File: config.mk
export PLATFORM = sky130hd
export DESIGN_NAME = lavm_front
export DESIGN_NICKNAME = d
export VERILOG_FILES = /design/src/sv/lavm_pkg.sv /design/src/sv/lavm_front.sv
export SDC_FILE = /design/constraint.sdc
export NUM_CORES = 1
export LEC_CHECK = 0
export BUFFER_PORTS_ARGS = -buffer_cell sky130_fd_sc_hd__buf_2
export CORE_AREA = 4 4 227 229
export CTS_CLUSTER_DIAMETER = 200
export DETAILED_ROUTE_END_ITERATION = 6
export DIE_AREA = 0 0 231 233
export GPL_ROUTABILITY_DRIVEN = 0
export PLACE_DENSITY_LB_ADDON = 0.25
export SETUP_SLACK_MARGIN = 0.1
export SYNTH_ARGS = -nofsm -noshare
export SYNTH_HDL_FRONTEND = slang
export SYNTH_SLANG_ARGS = --single-unit
File: constraint.sdc
create_clock -name clk -period 7.23 [get_ports clk]
set_input_delay 1.446 -clock clk [delete_from_list [all_inputs] [get_ports clk]]
set_output_delay 1.446 -clock clk [all_outputs]
set_load 0.05 [all_outputs]
File: src/sv/lavm_pkg.sv
// ----------------------------------------------------------------------------
// lavm_pkg: shared types and constants of the look-at view matrix core
// Holds the item formats passed between the front, the queue, the solver
// and the row emitter, plus the fixed datapath widths.
// ----------------------------------------------------------------------------
package lavm_pkg;

    // Largest supported fraction width; internal widths are sized for it
    localparam int FRAC_MAX = 24;

    // Axis component width: unit-length components reach 2^FRAC
    localparam int AXW  = FRAC_MAX + 3;
    // Magnitude register width: cross products reach 2^56
    localparam int MAGW = 58;
    // Accumulator width
    localparam int ACCW = 64;
    // Shared multiplier operand width
    localparam int MULW = 33;
    // Quotient width of the divide loop
    localparam int QW   = FRAC_MAX + 2;

    typedef logic [2:0][31:0]     vec32_t;
    typedef logic [2:0][32:0]     vecd_t;
    typedef logic [2:0][AXW-1:0]  vecax_t;

    // One camera update after the front: eye, up and direction to target
    typedef struct packed {
        vec32_t eye;
        vec32_t up;
        vecd_t  dir;
    } job_t;

    // Solved camera: the three axes, translation terms and degenerate flag
    typedef struct packed {
        vecax_t ax_x;
        vecax_t ax_y;
        vecax_t ax_z;
        vec32_t trans;
        logic   degen;
    } res_t;

endpackage

File: src/sv/lavm_front.sv
// ----------------------------------------------------------------------------
// lavm_front: input stage
// Accepts one camera item, forms the direction target - eye and holds the
// result in a register until the queue takes it.
// ----------------------------------------------------------------------------
module lavm_front
    import lavm_pkg::*;
(
    input  logic         clk,
    input  logic         rst_n,
    input  logic         in_valid,
    output logic         in_ready,
    input  logic [31:0]  eye_x,
    input  logic [31:0]  eye_y,
    input  logic [31:0]  eye_z,
    input  logic [31:0]  target_x,
    input  logic [31:0]  target_y,
    input  logic [31:0]  target_z,
    input  logic [31:0]  up_x,
    input  logic [31:0]  up_y,
    input  logic [31:0]  up_z,
    output logic         job_valid,
    input  logic         job_ready,
    output job_t         job
);

    logic valid_reg;
    job_t job_reg;
    job_t job_next;

    assign in_ready  = !valid_reg || job_ready;
    assign job_valid = valid_reg;
    assign job       = job_reg;

    always_comb
    begin
        job_next.eye    = {eye_z, eye_y, eye_x};
        job_next.up     = {up_z, up_y, up_x};
        job_next.dir[0] = {target_x[31], target_x} - {eye_x[31], eye_x};
        job_next.dir[1] = {target_y[31], target_y} - {eye_y[31], eye_y};
        job_next.dir[2] = {target_z[31], target_z} - {eye_z[31], eye_z};
    end

    always_ff @(posedge clk or negedge rst_n)
    begin
        if (!rst_n)
        begin
            valid_reg <= 1'b0;
        end
        else if (in_ready)
        begin
            valid_reg <= in_valid;
        end
    end

    always_ff @(posedge clk)
    begin
        if (in_valid && in_ready)
        begin
            job_reg <= job_next;
        end
    end

endmodule

==> results.yml <==
timing:
  rsz0062_at_grt: "false"
  fin_ws_ns: 3.66
  hold_violations: 0
  totalNegativeSetupSlack_ns: 0
  final-setup-viol-count: 0
  min_period_ns: 3.57
  maxSlewViolCount: 0
  hold_ws_ns: 0.541
  finClkSkew_ns: 0.0100
  fmax_mhz: 280
  worst_slew_margin_rel: 0.343
  worstMarginPinSlew_ns: 0.986
  fin_crit_sh: 0.494
cells_and_area:
  area_growth_pct: 34.4
  finalInstanceArea_sq_mm: 0.0191
  drive_above_1_share: 0.387
  final_cell_mix: "buf_2 (584), edfxtp_1 (291), inv_1 (123)"
  fillers: 4938
  fin_nets: 2107
  largest_reg_flops: 291
  final_common_cell: "buf_2"
  stdcell_count: 2420
synthesis:
  netlist_area_sq_mm: 0.0142
  yosysTopAreaCellShare: 0.614
  synth_cells: 1110
  ys_seq_elements: 292
  syn_avg_cell_area_sq_um: 12.8
  ys.flop_type: "edfxtp_1"
  synth_warnings: 0
  ys_seq_area_frac: 0.615
  synthTopCellsByArea: "edfxtp_1 (61%), ha_1 (8.4%), a21oi_1 (3.3%)"
  async_reset_ff_frac: 0.00342
  syn-num-nets: 1501
  synth_edf_count: 291
  synth_top_area_cell: "edfxtp_1"
  ys_types: 76
clock_network:
  clkTransAtPathRegs_ns: 0.06
  cts_root_buf: "clkbuf_16"
  hold_buffers: 0
  post_cts_buffers: 0
  cts.repair.resized: 0
  clk_latency_ns: 0.53
  cts.sink_count: 292
  numCtsBuffers: 36
  cts_tree: "built"
  cts_max_level: 2
  cts_buffer_depth: 3
pwr:
  p_leak_nw: 8.49
  peakVddDrop_mv: 0.170
  power.density_mw_per_mm2: 266
worst_setup_path:
  cp-start-kind: "input pin"
  crit_required_ns: 7.50
  critPathKind: "in2reg"
  reg2regPathDepth: 3
  rr_endpoint: "job[47]$_DFFE_PP_"
  cp.arrival_ns: 3.85
  r2r_setup_slack_ns: 4.82
  crit_path_end_kind: "register"
  r2r-start: "job_valid$_DFFE_PN0N_"
  path_max_fanout: 4
floorplan:
  rows: 82
  core_area_sq_mm: 0.0497
  start_util: 0.287
  io_pins: 585
  die_w_microns: 231
  die_h_microns: 233
  dieArea_sq_mm: 0.0538
place:
  numPlacedInstances: 2350
  place_ws_ns: 3.15
  numPortBuffers: 584
  place_hpwl_mm: 36.6
  placed_area_sq_mm: 0.0180
route:
  first_iter_violations: 618
  vias: 11200
  wl_per_cell_microns: 19.0
  viasPerCell: 4.61
  first_pass_iters: 5
  route.detailed.drc: 0
  routed_wl_mm: 46.1
  ant_nets: 0
global_route:
  grt_pass1_wl_mm: 66.5
  grt_max_degree: 172
  grt_pass1_vias: 11200
  antenna_found_initial: 8
  grtUsageTotal: 0.159
  gr-total-overflow: 0
outcome:
  outcome: "finished, final reports clean"
run:
  cap_violations: 0
worst_hold_path:
  min_to: "job_valid$_DFFE_PN0N_"
  worstHoldStart: "job_valid$_DFFE_PN0N_"
  holdCritPathClass: "reg2reg"
  min_path_cells: 2
==> per-layer routing <==
layer | part of all wire | vias up | track usage
met2 | 0.49 | 393 | 0.272
met5 | 0.0017 | - | 0
li1 | - | 5342 | -
met1 | 0.40 | 5321 | 0.190
met3 | 0.083 | 92 | 0.0504
met4 | 0.027 | 10 | 0.0500
==> how the worst max path moves through the flow <==
stage	endpoint	slack [ns]	from
6_report	job[87]$_DFFE_PP_	3.66	eye_z[3]
5_1_grt	job[87]$_DFFE_PP_	3.50	eye_z[3]
4_1_cts	job[65]$_DFFE_PP_	3.73	eye_y[0]
3_5_place_dp	job[65]$_DFFE_PP_	3.15	eye_y[0]
3_3_place_gp	job[65]$_DFFE_PP_	3.17	eye_y[0]
2_1_floorplan	job[0]$_DFFE_PP_	1.20	job_ready
==> cells by family after synthesis <==
logic type,count (synthesis),synth area share
fa+ha+maj,99,0.0886
mux,1,0.000703
xor+xnor,84,0.0517
simple gates,211,0.0742
buf+inv,142,0.0382
compound gates,281,0.131
flops,292,0.615
==> power by group <==
group / total (mW) / internal [mW] / switching, mW
Sequential: 2.07 / 2.04 / 0.0301
Combinational: 1.22 / 0.349 / 0.871
Clock: 1.79 / 1.05 / 0.739
==> synth_stat cells (3+ instances only) <==
master / instances
nor2_1: 44
and2_1: 4
o31a_1: 3
nand3_2: 3
nor3_1: 11
fa_1: 3
o21bai_1: 12
a211o_1: 5
nand2_1: 69
a211oi_1: 5
o21a_1: 10
and3_1: 9
a221o_1: 3
nor2b_1: 15
nand2b_1: 8
a21boi_0: 3
xor2_1: 35
o31ai_1: 3
o2111ai_1: 3
o22ai_1: 4
a41oi_1: 6
inv_1: 123
clkbuf_1: 15
nand4_1: 15
o21ai_1: 5
o21ai_0: 44
a21oi_1: 94
o211ai_1: 7
nand3_1: 12
ha_1: 96
edfxtp_1: 291
a21o_1: 34
a31oi_1: 11
or2_2: 5
xnor2_1: 49
==> per-stage QoR <==
step                      total power [mW]   util
after global placement                3.32  0.362
after detailed placement              3.33  0.362
after global routing                  5.31  0.385
final                                 5.08  0.385
after CTS                             5.16  0.385
after floorplan                       2.98      -
==> area by class of cell <==
cell class / instances / area [sq um] / share of cell area
flip-flops and latches: 292 / 8760 / 0.458
repair buffers: 587 / 2960 / 0.155
diodes: 4 / 10.0 / 0.000523
clock inverters: 24 / 219 / 0.0114
inverters: 123 / 462 / 0.0241
clock buffers: 42 / 945 / 0.0494
well taps: 672 / 841 / 0.0439
multi-input cells: 676 / 4930 / 0.258
==> critical path, stage by stage <==
cell	delay [ns]
buf_2	0.09
inv_1	0.04
ha_1	0.35
a21o_1	0.20
a21oi_1	0.19
nand2_1	0.12
o21ai_0	0.32
a31oi_1	0.20
o21ai_0	0.56
o21bai_1	0.16
xor2_1	0.17
Power figures use the tool's default switching activity.
