File: config.mk
export PLATFORM = sky130hd
export DESIGN_NAME = lavm_queue
export DESIGN_NICKNAME = d
export VERILOG_FILES = /design/src/sv/lavm_pkg.sv /design/src/sv/lavm_queue.sv
export SDC_FILE = /design/constraint.sdc
export NUM_CORES = 1
export LEC_CHECK = 0
export ABC_CLOCK_PERIOD_IN_PS = 38900
export BUFFER_PORTS_ARGS = -buffer_cell sky130_fd_sc_hd__buf_2
export CELL_PAD_IN_SITES_DETAIL_PLACEMENT = 0
export CELL_PAD_IN_SITES_GLOBAL_PLACEMENT = 1
export CORE_ASPECT_RATIO = 1.1
export CORE_MARGIN = 3
export CORE_UTILIZATION = 40
export CTS_CLUSTER_DIAMETER = 100
export CTS_CLUSTER_SIZE = 16
export DETAILED_ROUTE_END_ITERATION = 10
export PLACE_DENSITY = 0.74
export SYNTH_ARGS = -nofsm -noshare
export SYNTH_HDL_FRONTEND = slang
export SYNTH_SLANG_ARGS = --single-unit
File: constraint.sdc
create_clock -name clk -period 38.9 [get_ports clk]
set_clock_uncertainty 0.05 [all_clocks]
set_input_delay 7.78 -clock clk [delete_from_list [all_inputs] [get_ports clk]]
set_output_delay 7.78 -clock clk [all_outputs]
set_load 0.005 [all_outputs]
File: src/sv/lavm_pkg.sv
// ----------------------------------------------------------------------------
// lavm_pkg: shared types and constants of the look-at view matrix core
// Holds the item formats passed between the front, the queue, the solver
// and the row emitter, plus the fixed datapath widths.
// ----------------------------------------------------------------------------
package lavm_pkg;

    // Largest supported fraction width; internal widths are sized for it
    localparam int FRAC_MAX = 24;

    // Axis component width: unit-length components reach 2^FRAC
    localparam int AXW  = FRAC_MAX + 3;
    // Magnitude register width: cross products reach 2^56
    localparam int MAGW = 58;
    // Accumulator width
    localparam int ACCW = 64;
    // Shared multiplier operand width
    localparam int MULW = 33;
    // Quotient width of the divide loop
    localparam int QW   = FRAC_MAX + 2;

    typedef logic [2:0][31:0]     vec32_t;
    typedef logic [2:0][32:0]     vecd_t;
    typedef logic [2:0][AXW-1:0]  vecax_t;

    // One camera update after the front: eye, up and direction to target
    typedef struct packed {
        vec32_t eye;
        vec32_t up;
        vecd_t  dir;
    } job_t;

    // Solved camera: the three axes, translation terms and degenerate flag
    typedef struct packed {
        vecax_t ax_x;
        vecax_t ax_y;
        vecax_t ax_z;
        vec32_t trans;
        logic   degen;
    } res_t;

endpackage

File: src/sv/lavm_queue.sv
// ----------------------------------------------------------------------------
// lavm_queue: two-entry item queue
// Decouples the front from the solver so each side stalls on its own.
// ----------------------------------------------------------------------------
module lavm_queue
    import lavm_pkg::*;
(
    input  logic  clk,
    input  logic  rst_n,
    input  logic  push_valid,
    output logic  push_ready,
    input  job_t  push_job,
    output logic  pop_valid,
    input  logic  pop_ready,
    output job_t  pop_job
);

    job_t       mem_reg [2];
    logic       wr_ptr_reg;
    logic       rd_ptr_reg;
    logic [1:0] count_reg;
    logic       push;
    logic       pop;

    assign push_ready = (count_reg != 2'd2);
    assign pop_valid  = (count_reg != 2'd0);
    assign pop_job    = mem_reg[rd_ptr_reg];
    assign push       = push_valid && push_ready;
    assign pop        = pop_valid && pop_ready;

    always_ff @(posedge clk or negedge rst_n)
    begin
        if (!rst_n)
        begin
            wr_ptr_reg <= 1'b0;
            rd_ptr_reg <= 1'b0;
            count_reg  <= 2'd0;
        end
        else
        begin
            if (push)
            begin
                wr_ptr_reg <= !wr_ptr_reg;
            end
            if (pop)
            begin
                rd_ptr_reg <= !rd_ptr_reg;
            end
            if (push && !pop)
            begin
                count_reg <= count_reg + 2'd1;
            end
            else if (pop && !push)
            begin
                count_reg <= count_reg - 2'd1;
            end
        end
    end

    always_ff @(posedge clk)
    begin
        if (push)
        begin
            mem_reg[wr_ptr_reg] <= push_job;
        end
    end

endmodule

==> results.md <==
* Maximum fanout along the worst path at between 70 and 80
* Hold path depth at 1
* Worst reg2reg path depth at 5
* Ordered list of cells on the worst path: buf_4 > mux2_2 > buf_2
* Sum of routed wire length over all layers at between 40,000 and 50,000 µm
* Hold buffer count at CTS at 0
* TritonCTS clock tree: done
* Horizontal extent of the die at 226 µm
* RSZ-0062 raised after global routing: no
* HPWL after detailed placement at ~33,000 µm
* Peak ir drop on the vdd network at 52.9 µV
* Most used cells in the layout excluding fill and tap cells: sky130_fd_sc_hd__buf_2 (587), sky130_fd_sc_hd__edfxtp_1 (582), sky130_fd_sc_hd__mux2_2 (291), sky130_fd_sc_hd__clkbuf_16 (45), sky130_fd_sc_hd__clkbuf_1 (16)
* Origin of the critical flop-to-flop path: count_reg[0]$_DFFE_PN0P_
* Kind of path behind the tightest hold check: register to register
* Post-CTS setup buffer count at 0
* Final Cycle Share at roughly 28%
* Via count of the first global-routing pass at between 10,000 and 15,000
* YS warnings at 0
* Insertion delay to the later sink of the worst-skew pair at ~550 ps
* Slew Limit Fails at 0
* Startpoint of the most critical hold path: count_reg[1]$_DFFE_PN0P_
* Endpoint class of the critical path: primary output
* 1st-pass router iterations at 5
* Number of H-tree levels at 2
* Sink Count at 586
* Post-cts gate resize count at 0
* Count of final hold-check violations at 0
* TritonCTS buffer count at 42
* Buffer cell driving the clock tree root: sky130_fd_sc_hd__clkbuf_16
* Total of endpoints with negative setup slack in the final report at 0
* Via Count at around 11,000
* Type of the setup path with the least slack: register to primary output
* Number of top-level pins at around 590
* Number of non-filler instances in the completed layout at roughly 2,200
* Synthesized area per cell at 23.1 µm²
* Net count after synthesis at between 1,000 and 1,500
* Static Leakage at 9.57 nW
* First-iteration detailed-routing DRC count at 602
* Status: finished, final reports clean
* CP Launch Point: rd_ptr_reg$_DFFE_PN0P_
* Overflow left after global routing at 0
* Clock transition time at the flip-flop clock pins of the worst setup and hold paths at roughly 60 ps
* Routed wirelength normalized by instance count at around 22 µm
* Transition time at the pin with the least slew margin at 1220 ps
* Number of buffers added on ports at between 500 and 600
* Cell Rows at 88
* Wire length of the first global-routing pass at between 60,000 and 70,000 µm
* Final Total Pwr at roughly 1.8 mW
* Overall fraction of global-route tracks in use at roughly 16%
* Most common cell after layout, fill and taps aside: sky130_fd_sc_hd__buf_2
* Vias per std cell at 4.88
* Flop and latch count out of synthesis at between 500 and 600
* Crit start category: register
* Die area at ~56,000 µm²
* Core Region at 52,500 µm²
* Total power divided by cell area at slightly above 70 nW/µm²
* Max_cap viols at 0
* Slew Limit Headroom at 18.8%
* Layout filler cell count at about 4,300
* Number of flip-flops under the largest register name at between 500 and 600
* Final weighted congestion in routability-driven placement at around 0.85
* Post-route DRC violation count at 0
* Number of nets with antenna violations after detailed routing at 0
* Share of layout cells above drive strength 1 at slightly above 60%
* Maximum cell stage delay along the critical path at roughly 1100 ps
* Shortest clock period the worst path allows after layout at approximately 11,000 ps
* Area added between synthesis and finish at 22.4%
* Number of cells produced by synthesis at just over 900
* Max frequency at just over 0.09 GHz
* Fin Setup TNS at 0 ps
* Antenna violations before repair at 21
* Layout net count at approximately 1,800
* Height of the chip at between 200 and 250 µm
* Synthesized area at 21,300 µm²
* Maximum number of buffers from clock root to sink at 3
* Starting density of the core at around 41%
* Slowest cell on the critical path: sky130_fd_sc_hd__dfrtp_4
* Largest net degree at the start of global routing at between 150 and 200
* Yosys cell types at 14
* CP Data Required Time at just over 30,000 ps
* Sequential element share of the synthesized area at just over 80%
* # placed instances at ~2,200
* Critical path arrival at 3210 ps
per-stage QoR:
stage               hold slack, ps  worst slack (ps)  util [%]  instance area, µm²
finish                         452             27860      49.6               26100
global route                   479             27700      49.6               26100
CTS                            460             27820      49.6               26000
detailed placement             447             28450      47.3               24800
global placement               422             28550      47.3               24800
floorplan                      406             17980         -               21300
layer usage:
metal / vias to the layer above / track usage (%) / wire length [µm]
met5: - / 0 / 125
met4: 20 / 5.52 / 1220
met3: 95 / 7.07 / 5160
met2: 470 / 28.0 / 24500
met1: 5422 / 18.1 / 17300
li1: 4899 / - / -
critical path: cells and delay by family, from the launching register on:
kind                   cells  cell delay [ps]
flip-flops                 1             1110
buffers and inverters      2              970
multiplexers               1              430
worst paths after layout:
check	to	slack, ps
max in group asynchronous	rd_ptr_reg$_DFFE_PN0P_	31690
setup reg to reg	mem_reg[0][94]$_DFFE_PP_	35960
min in group asynchronous	rd_ptr_reg$_DFFE_PN0P_	6970
hold reg to reg	count_reg[1]$_DFFE_PN0P_	450
setup / recovery	pop_job[93]	27860
hold / removal	count_reg[1]$_DFFE_PN0P_	450
where the power goes:
group	total [mW]	switching (mW)	internal [mW]	leakage [nW]
Sequential	0.914	0.0489	0.865	5.45
Combinational	0.518	0.267	0.251	3.54
Clock	0.408	0.198	0.210	0.578
Total	1.84	0.513	1.33	9.57
synthesized netlist by cell type:
master,instances,share of area (%)
sky130_fd_sc_hd__edfxtp_1,582,82
sky130_fd_sc_hd__ha_1,1,0.059
sky130_fd_sc_hd__buf_2,1,0.023
sky130_fd_sc_hd__nand2b_1,1,0.029
sky130_fd_sc_hd__dfrtp_1,4,0.47
sky130_fd_sc_hd__nand2_1,2,0.035
sky130_fd_sc_hd__and3_1,1,0.029
sky130_fd_sc_hd__nor2_1,2,0.035
sky130_fd_sc_hd__xnor2_1,3,0.12
sky130_fd_sc_hd__xor2_1,2,0.082
sky130_fd_sc_hd__mux2_2,291,15
sky130_fd_sc_hd__or2_2,1,0.029
sky130_fd_sc_hd__inv_1,1,0.018
sky130_fd_sc_hd__buf_6,31,1.6
cell families (layout without fill, tap and decap cells):
logic type / after synthesis / count (layout) / share of synthesized area [%]
XOR/XNOR: 5 / 5 / 0.206
AND/OR/NAND/NOR: 7 / 7 / 0.159
multiplexers: 291 / 291 / 15.4
other: 0 / 13 / 0
flip-flops: 586 / 586 / 82.5
buffers and inverters: 33 / 657 / 1.68
adder cells (fa/ha/maj): 1 / 1 / 0.0587
area by class of cell:
class | instances | area [µm²] | area share, %
clock buffers | 61 | 1190 | 4.55
clock inverters | 1 | 8.76 | 0.0336
flip-flops and latches | 586 | 17600 | 67.5
inverters | 1 | 3.75 | 0.0144
well taps | 675 | 845 | 3.24
multi-input cells | 304 | 3380 | 13.0
diodes | 13 | 32.5 | 0.125
repair buffers | 594 | 3030 | 11.6
(Power assumes the default switching activity.)
