--- src/sv/lavm_pkg.sv ---
// ----------------------------------------------------------------------------
// lavm_pkg: shared types and constants of the look-at view matrix core
// Holds the item formats passed between the front, the queue, the solver
// and the row emitter, plus the fixed datapath widths.
// ----------------------------------------------------------------------------
package lavm_pkg;

    // Largest supported fraction width; internal widths are sized for it
    localparam int FRAC_MAX = 24;

    // Axis component width: unit-length components reach 2^FRAC
    localparam int AXW  = FRAC_MAX + 3;
    // Magnitude register width: cross products reach 2^56
    localparam int MAGW = 58;
    // Accumulator width
    localparam int ACCW = 64;
    // Shared multiplier operand width
    localparam int MULW = 33;
    // Quotient width of the divide loop
    localparam int QW   = FRAC_MAX + 2;

    typedef logic [2:0][31:0]     vec32_t;
    typedef logic [2:0][32:0]     vecd_t;
    typedef logic [2:0][AXW-1:0]  vecax_t;

    // One camera update after the front: eye, up and direction to target
    typedef struct packed {
        vec32_t eye;
        vec32_t up;
        vecd_t  dir;
    } job_t;

    // Solved camera: the three axes, translation terms and degenerate flag
    typedef struct packed {
        vecax_t ax_x;
        vecax_t ax_y;
        vecax_t ax_z;
        vec32_t trans;
        logic   degen;
    } res_t;

endpackage

--- src/sv/lavm_emit.sv ---
// ----------------------------------------------------------------------------
// lavm_emit: matrix row emitter
// Holds one solved camera and sends its eight rows, view matrix first,
// then the billboard matrix. Takes the next camera as the last row leaves.
// ----------------------------------------------------------------------------
module lavm_emit
    import lavm_pkg::*;
#(
    parameter int FRAC_BITS = 16
)
(
    input  logic         clk,
    input  logic         rst_n,
    input  logic         res_valid,
    output logic         res_ready,
    input  res_t         res,
    output logic         out_valid,
    input  logic         out_ready,
    output logic         matrix_select,
    output logic [1:0]   row_index,
    output logic [31:0]  col0,
    output logic [31:0]  col1,
    output logic [31:0]  col2,
    output logic [31:0]  col3,
    output logic         degenerate,
    output logic         last_row
);

    localparam logic [31:0] ONE = 32'(1) << FRAC_BITS;

    logic       busy_reg;
    logic [2:0] row_reg;
    res_t       res_reg;
    logic       out_take;
    logic       res_take;
    vec32_t     xs;
    vec32_t     ys;
    vec32_t     zs;

    assign last_row      = (row_reg == 3'd7);
    assign out_valid     = busy_reg;
    assign out_take      = out_valid && out_ready;
    assign res_ready     = !busy_reg || (out_take && last_row);
    assign res_take      = res_valid && res_ready;
    assign matrix_select = row_reg[2];
    assign row_index     = row_reg[1:0];
    assign degenerate    = res_reg.degen;

    always_comb
    begin
        for (int i = 0; i < 3; i++)
        begin
            xs[i] = {{(32-AXW){res_reg.ax_x[i][AXW-1]}}, res_reg.ax_x[i]};
            ys[i] = {{(32-AXW){res_reg.ax_y[i][AXW-1]}}, res_reg.ax_y[i]};
            zs[i] = {{(32-AXW){res_reg.ax_z[i][AXW-1]}}, res_reg.ax_z[i]};
        end
        case (row_reg)
            3'd0, 3'd1, 3'd2:
            begin
                col0 = xs[row_reg[1:0]];
                col1 = ys[row_reg[1:0]];
                col2 = zs[row_reg[1:0]];
                col3 = '0;
            end
            3'd3:
            begin
                col0 = res_reg.trans[0];
                col1 = res_reg.trans[1];
                col2 = res_reg.trans[2];
                col3 = ONE;
            end
            3'd4:
            begin
                col0 = xs[0];
                col1 = xs[1];
                col2 = xs[2];
                col3 = '0;
            end
            3'd5:
            begin
                col0 = ys[0];
                col1 = ys[1];
                col2 = ys[2];
                col3 = '0;
            end
            3'd6:
            begin
                col0 = zs[0];
                col1 = zs[1];
                col2 = zs[2];
                col3 = '0;
            end
            default:
            begin
                col0 = '0;
                col1 = '0;
                col2 = '0;
                col3 = ONE;
            end
        endcase
    end

    always_ff @(posedge clk or negedge rst_n)
    begin
        if (!rst_n)
        begin
            busy_reg <= 1'b0;
            row_reg  <= 3'd0;
        end
        else if (res_take)
        begin
            busy_reg <= 1'b1;
            row_reg  <= 3'd0;
        end
        else if (out_take)
        begin
            if (last_row)
            begin
                busy_reg <= 1'b0;
            end
            row_reg <= row_reg + 3'd1;
        end
    end

    always_ff @(posedge clk)
    begin
        if (res_take)
        begin
            res_reg <= res;
        end
    end

endmodule

--- config.mk ---
export PLATFORM = sky130hd
export DESIGN_NAME = lavm_emit
export DESIGN_NICKNAME = d
export VERILOG_FILES = /design/src/sv/lavm_pkg.sv /design/src/sv/lavm_emit.sv
export SDC_FILE = /design/constraint.sdc
export NUM_CORES = 1
export LEC_CHECK = 0
export CORE_AREA = 3 3 187 189
export CTS_CLUSTER_DIAMETER = 100
export CTS_CLUSTER_SIZE = 28
export DETAILED_ROUTE_END_ITERATION = 10
export DIE_AREA = 0 0 190 192
export DONT_BUFFER_PORTS = 1
export PLACE_DENSITY = 0.68
export SYNTH_ARGS = -nofsm -noshare
export SYNTH_HDL_FRONTEND = slang
export SYNTH_SLANG_ARGS = --single-unit
--- constraint.sdc ---
create_clock -name clk -period 26.3 [get_ports clk]
set_input_delay 5.26 -clock clk [delete_from_list [all_inputs] [get_ports clk]]
set_output_delay 5.26 -clock clk [all_outputs]
set_load 0.02 [all_outputs]
==> metrics <==
Wirelength per Cell=between 30 and 40 µm; area delta synth->final=4.65%; clock sink count=roughly 340; Final #Nets=about 1,200; TritonCTS clock tree=done; Cell Rows=67; Die H=~190 µm; setup TNS=0 ns; vias in the first global route=approximately 8,800; Yosys warnings=0; CP max stage cell=nand2_1; Clk pin slew, worst setup/hold paths=between 0.1 and 0.15 ns; leakage power=slightly below 5 nW; Post-synth EDFFs=340; gp weighted congestion=0.893; Setup CP Type=in -> out; crit-path most repeated cell=nand2_1; aggregate global routing overflow=0; max-cap viol count=0; clk root buf=clkbuf_16; first-pass GRT wire length=59,000 µm; WP data arrival=between 5 and 6 ns; total number of vias=roughly 9,000; status=completed; post-CTS setup buffers=0; # H-tree levels=1; Slew HR=0.199; final hold vios=0; CP delay by family, top=simple AND/OR/NAND/NOR gates; Initial Utilization=0.443; CP max stage delay=0.22 ns; hold_sp=out_valid; PostCTS Resize Cnt=0; Post-Layout Cell Count=between 1,000 and 1,500; Clock Power Share=0.172; crit path max fanout=3; HP Class=reg -> reg; overall routing resource usage=0.215; DRC=0; Post-DRT Antenna Nets=0; Unique masters post-synth=32; placed insts=between 1,000 and 1,500; FF-to-FF path depth=7; NetSw=0.709 mW; Cell Chain, Critical Path=nand2_1, nand2_1; drt pass-1 iters=9; # IOs=roughly 480; main flop type after synthesis=edfxtp_1; Crit path depth=2; Clock Path Buffers=3; DIE WIDTH=between 150 and 200 µm; RSZ-0062 raised after global routing=no; PwrDens=roughly 110 mW/mm²; #FFs+latches synth=between 300 and 400; FFs w/ async S/R, synth=0.0116; worst vdd ir=between 80 and 90 µV; sequential power share=0.407; CP startpoint=out_ready; routed wire length=42,100 µm; Setup violations, final=0; hold buffer count at CTS=0; average size of a mapped cell=16.0 µm²; Clk Latency, worst-skew pair=~0.53 ns; core area=roughly 0.033 mm²; die area=0.0365 mm²; Syn Inst Count=928; Synth Cell Area=0.0148 mm²; startpoint types=primary input; max reg flops=approximately 340; sw frac=0.422; Seq/Total Area, Yosys=0.696; CTS Buf Count=16; fmax=0.0928 GHz; R2R Path Start=row_reg[1]; Detail Placement HPWL=28,000 µm; final number of max-transition violations=0; number of antenna violations at the first check in global routing=19; layout cells sized above 1=0.0564; logic gate share of total power=0.421; final period utilization=0.410; pin slew with the least headroom to its limit=between 1 and 1.5 ns; 1st-iter DRT viols=~1,100; input/output buffers=0; skew final=around 0.024 ns; internal power=0.970 mW; hold path depth=2; DR vias/cell=approximately 6.7; Critical Path Sink Type=output port; Critical Path RT=21.04 ns; minimum clock period=10.77 ns; top cells by area, synth=edfxtp_1 (69%), mux2i_1 (5.3%), a221o_1 (5.3%), a222oi_1 (5.3%), o2bb2ai_1 (4.5%); Synth area leader=edfxtp_1; worst path buffer plus inverter count=0; largest net degree at the start of global routing=83; fillcell total=about 2,900; post-synth top area share=0.689
## routing by layer
metal	share of wire	routed length [µm]	GRT usage	vias up
li1	-	-	-	3754
met1	0.35	14800	0.251	4522
met2	0.50	21100	0.377	613
met3	0.11	4810	0.0750	77
met4	0.031	1300	0.0631	16
met5	0.0026	110	0	-
## worst register-to-register path, stage by stage, from the launching register on
cell and delay, ns:
dfrtp_4 0.98, buf_4 0.86, ha_1 0.41, ha_1 0.35, nand2_1 0.09, nand2_1 0.22
and2_4 0.65, buf_4 0.89
## cells in the mapped netlist, types with 2 or more instances
library cell    n
a22oi_1         3
nor2_1         78
clkbuf_1       32
mux2i_1        79
buf_1           8
o2bb2ai_1      77
buf_4          34
a221oi_4        3
a221o_1        78
edfxtp_1      340
mux2_2          2
a31o_1          3
o21ai_1        21
a222oi_1       78
dfrtp_1         4
nand2_1        28
buf_2          29
ha_1            7
inv_2           2
buf_6          10
## logic make-up after synthesis
| group | after synthesis | share of synthesized area |
|---|---|---|
| compound gates | 264 | 0.167 |
| fa+ha+maj | 7 | 0.00591 |
| buf+inv | 117 | 0.0458 |
| flops | 344 | 0.696 |
| mux | 82 | 0.0559 |
| other cells | 1 | 0.000253 |
| simple gates | 113 | 0.0296 |
## placed cells by master, fill, tap and decap left out, drive strengths merged, types with 13 or more instances in the layout
| cell | count |
|---|---|
| conb | 31 |
| clkbuf | 26 |
| o2bb2ai | 77 |
| a222oi | 78 |
| nor2 | 79 |
| a221o | 78 |
| mux2i | 79 |
| edfxtp | 340 |
| buf | 13 |
| nand2 | 28 |
| o21ai | 21 |
## worst paths after layout
path	slack (ns)	to
hold / removal	0.83	row_reg[0]
min in group asynchronous	4.41	out_valid
hold reg to reg	0.83	row_reg[0]
setup / recovery	15.53	res_ready
max in group asynchronous	21.80	row_reg[1]
setup reg to reg	21.43	res_reg[153]
## through the flow
stage                util  power (mW)  hold slack [ns]  instance area, µm²  setup slack (ns)
floorplan               -        1.26            0.720               14900             12.30
global placement    0.449        1.40            0.791               15000             15.53
detailed placement  0.449        1.40            0.809               15000             15.53
CTS                 0.463        1.69            0.829               15500             15.53
global route        0.464        1.75            0.853               15500             15.50
finish              0.464        1.68            0.832               15500             15.53
## cell type report
class | count | area (µm²) | area share
antenna | 10 | 25.0 | 0.00161
clock buffer | 26 | 459 | 0.0296
clock inverter | 2 | 25.0 | 0.00161
inverter | 4 | 16.3 | 0.00105
multi-input combinational | 497 | 4010 | 0.259
sequential | 344 | 10300 | 0.665
tap | 448 | 561 | 0.0361
timing repair buffer | 13 | 97.6 | 0.00629
## power by group through the flow
stage	sequential, mW	clock [mW]	combinational (mW)
6_report	0.683	0.289	0.707
2_1_floorplan	0.675	0	0.586
5_1_grt	0.687	0.315	0.747
3_3_place_gp	0.695	0	0.702
4_1_cts	0.683	0.299	0.712
3_5_place_dp	0.696	0	0.709
(Power assumes the default switching activity.)
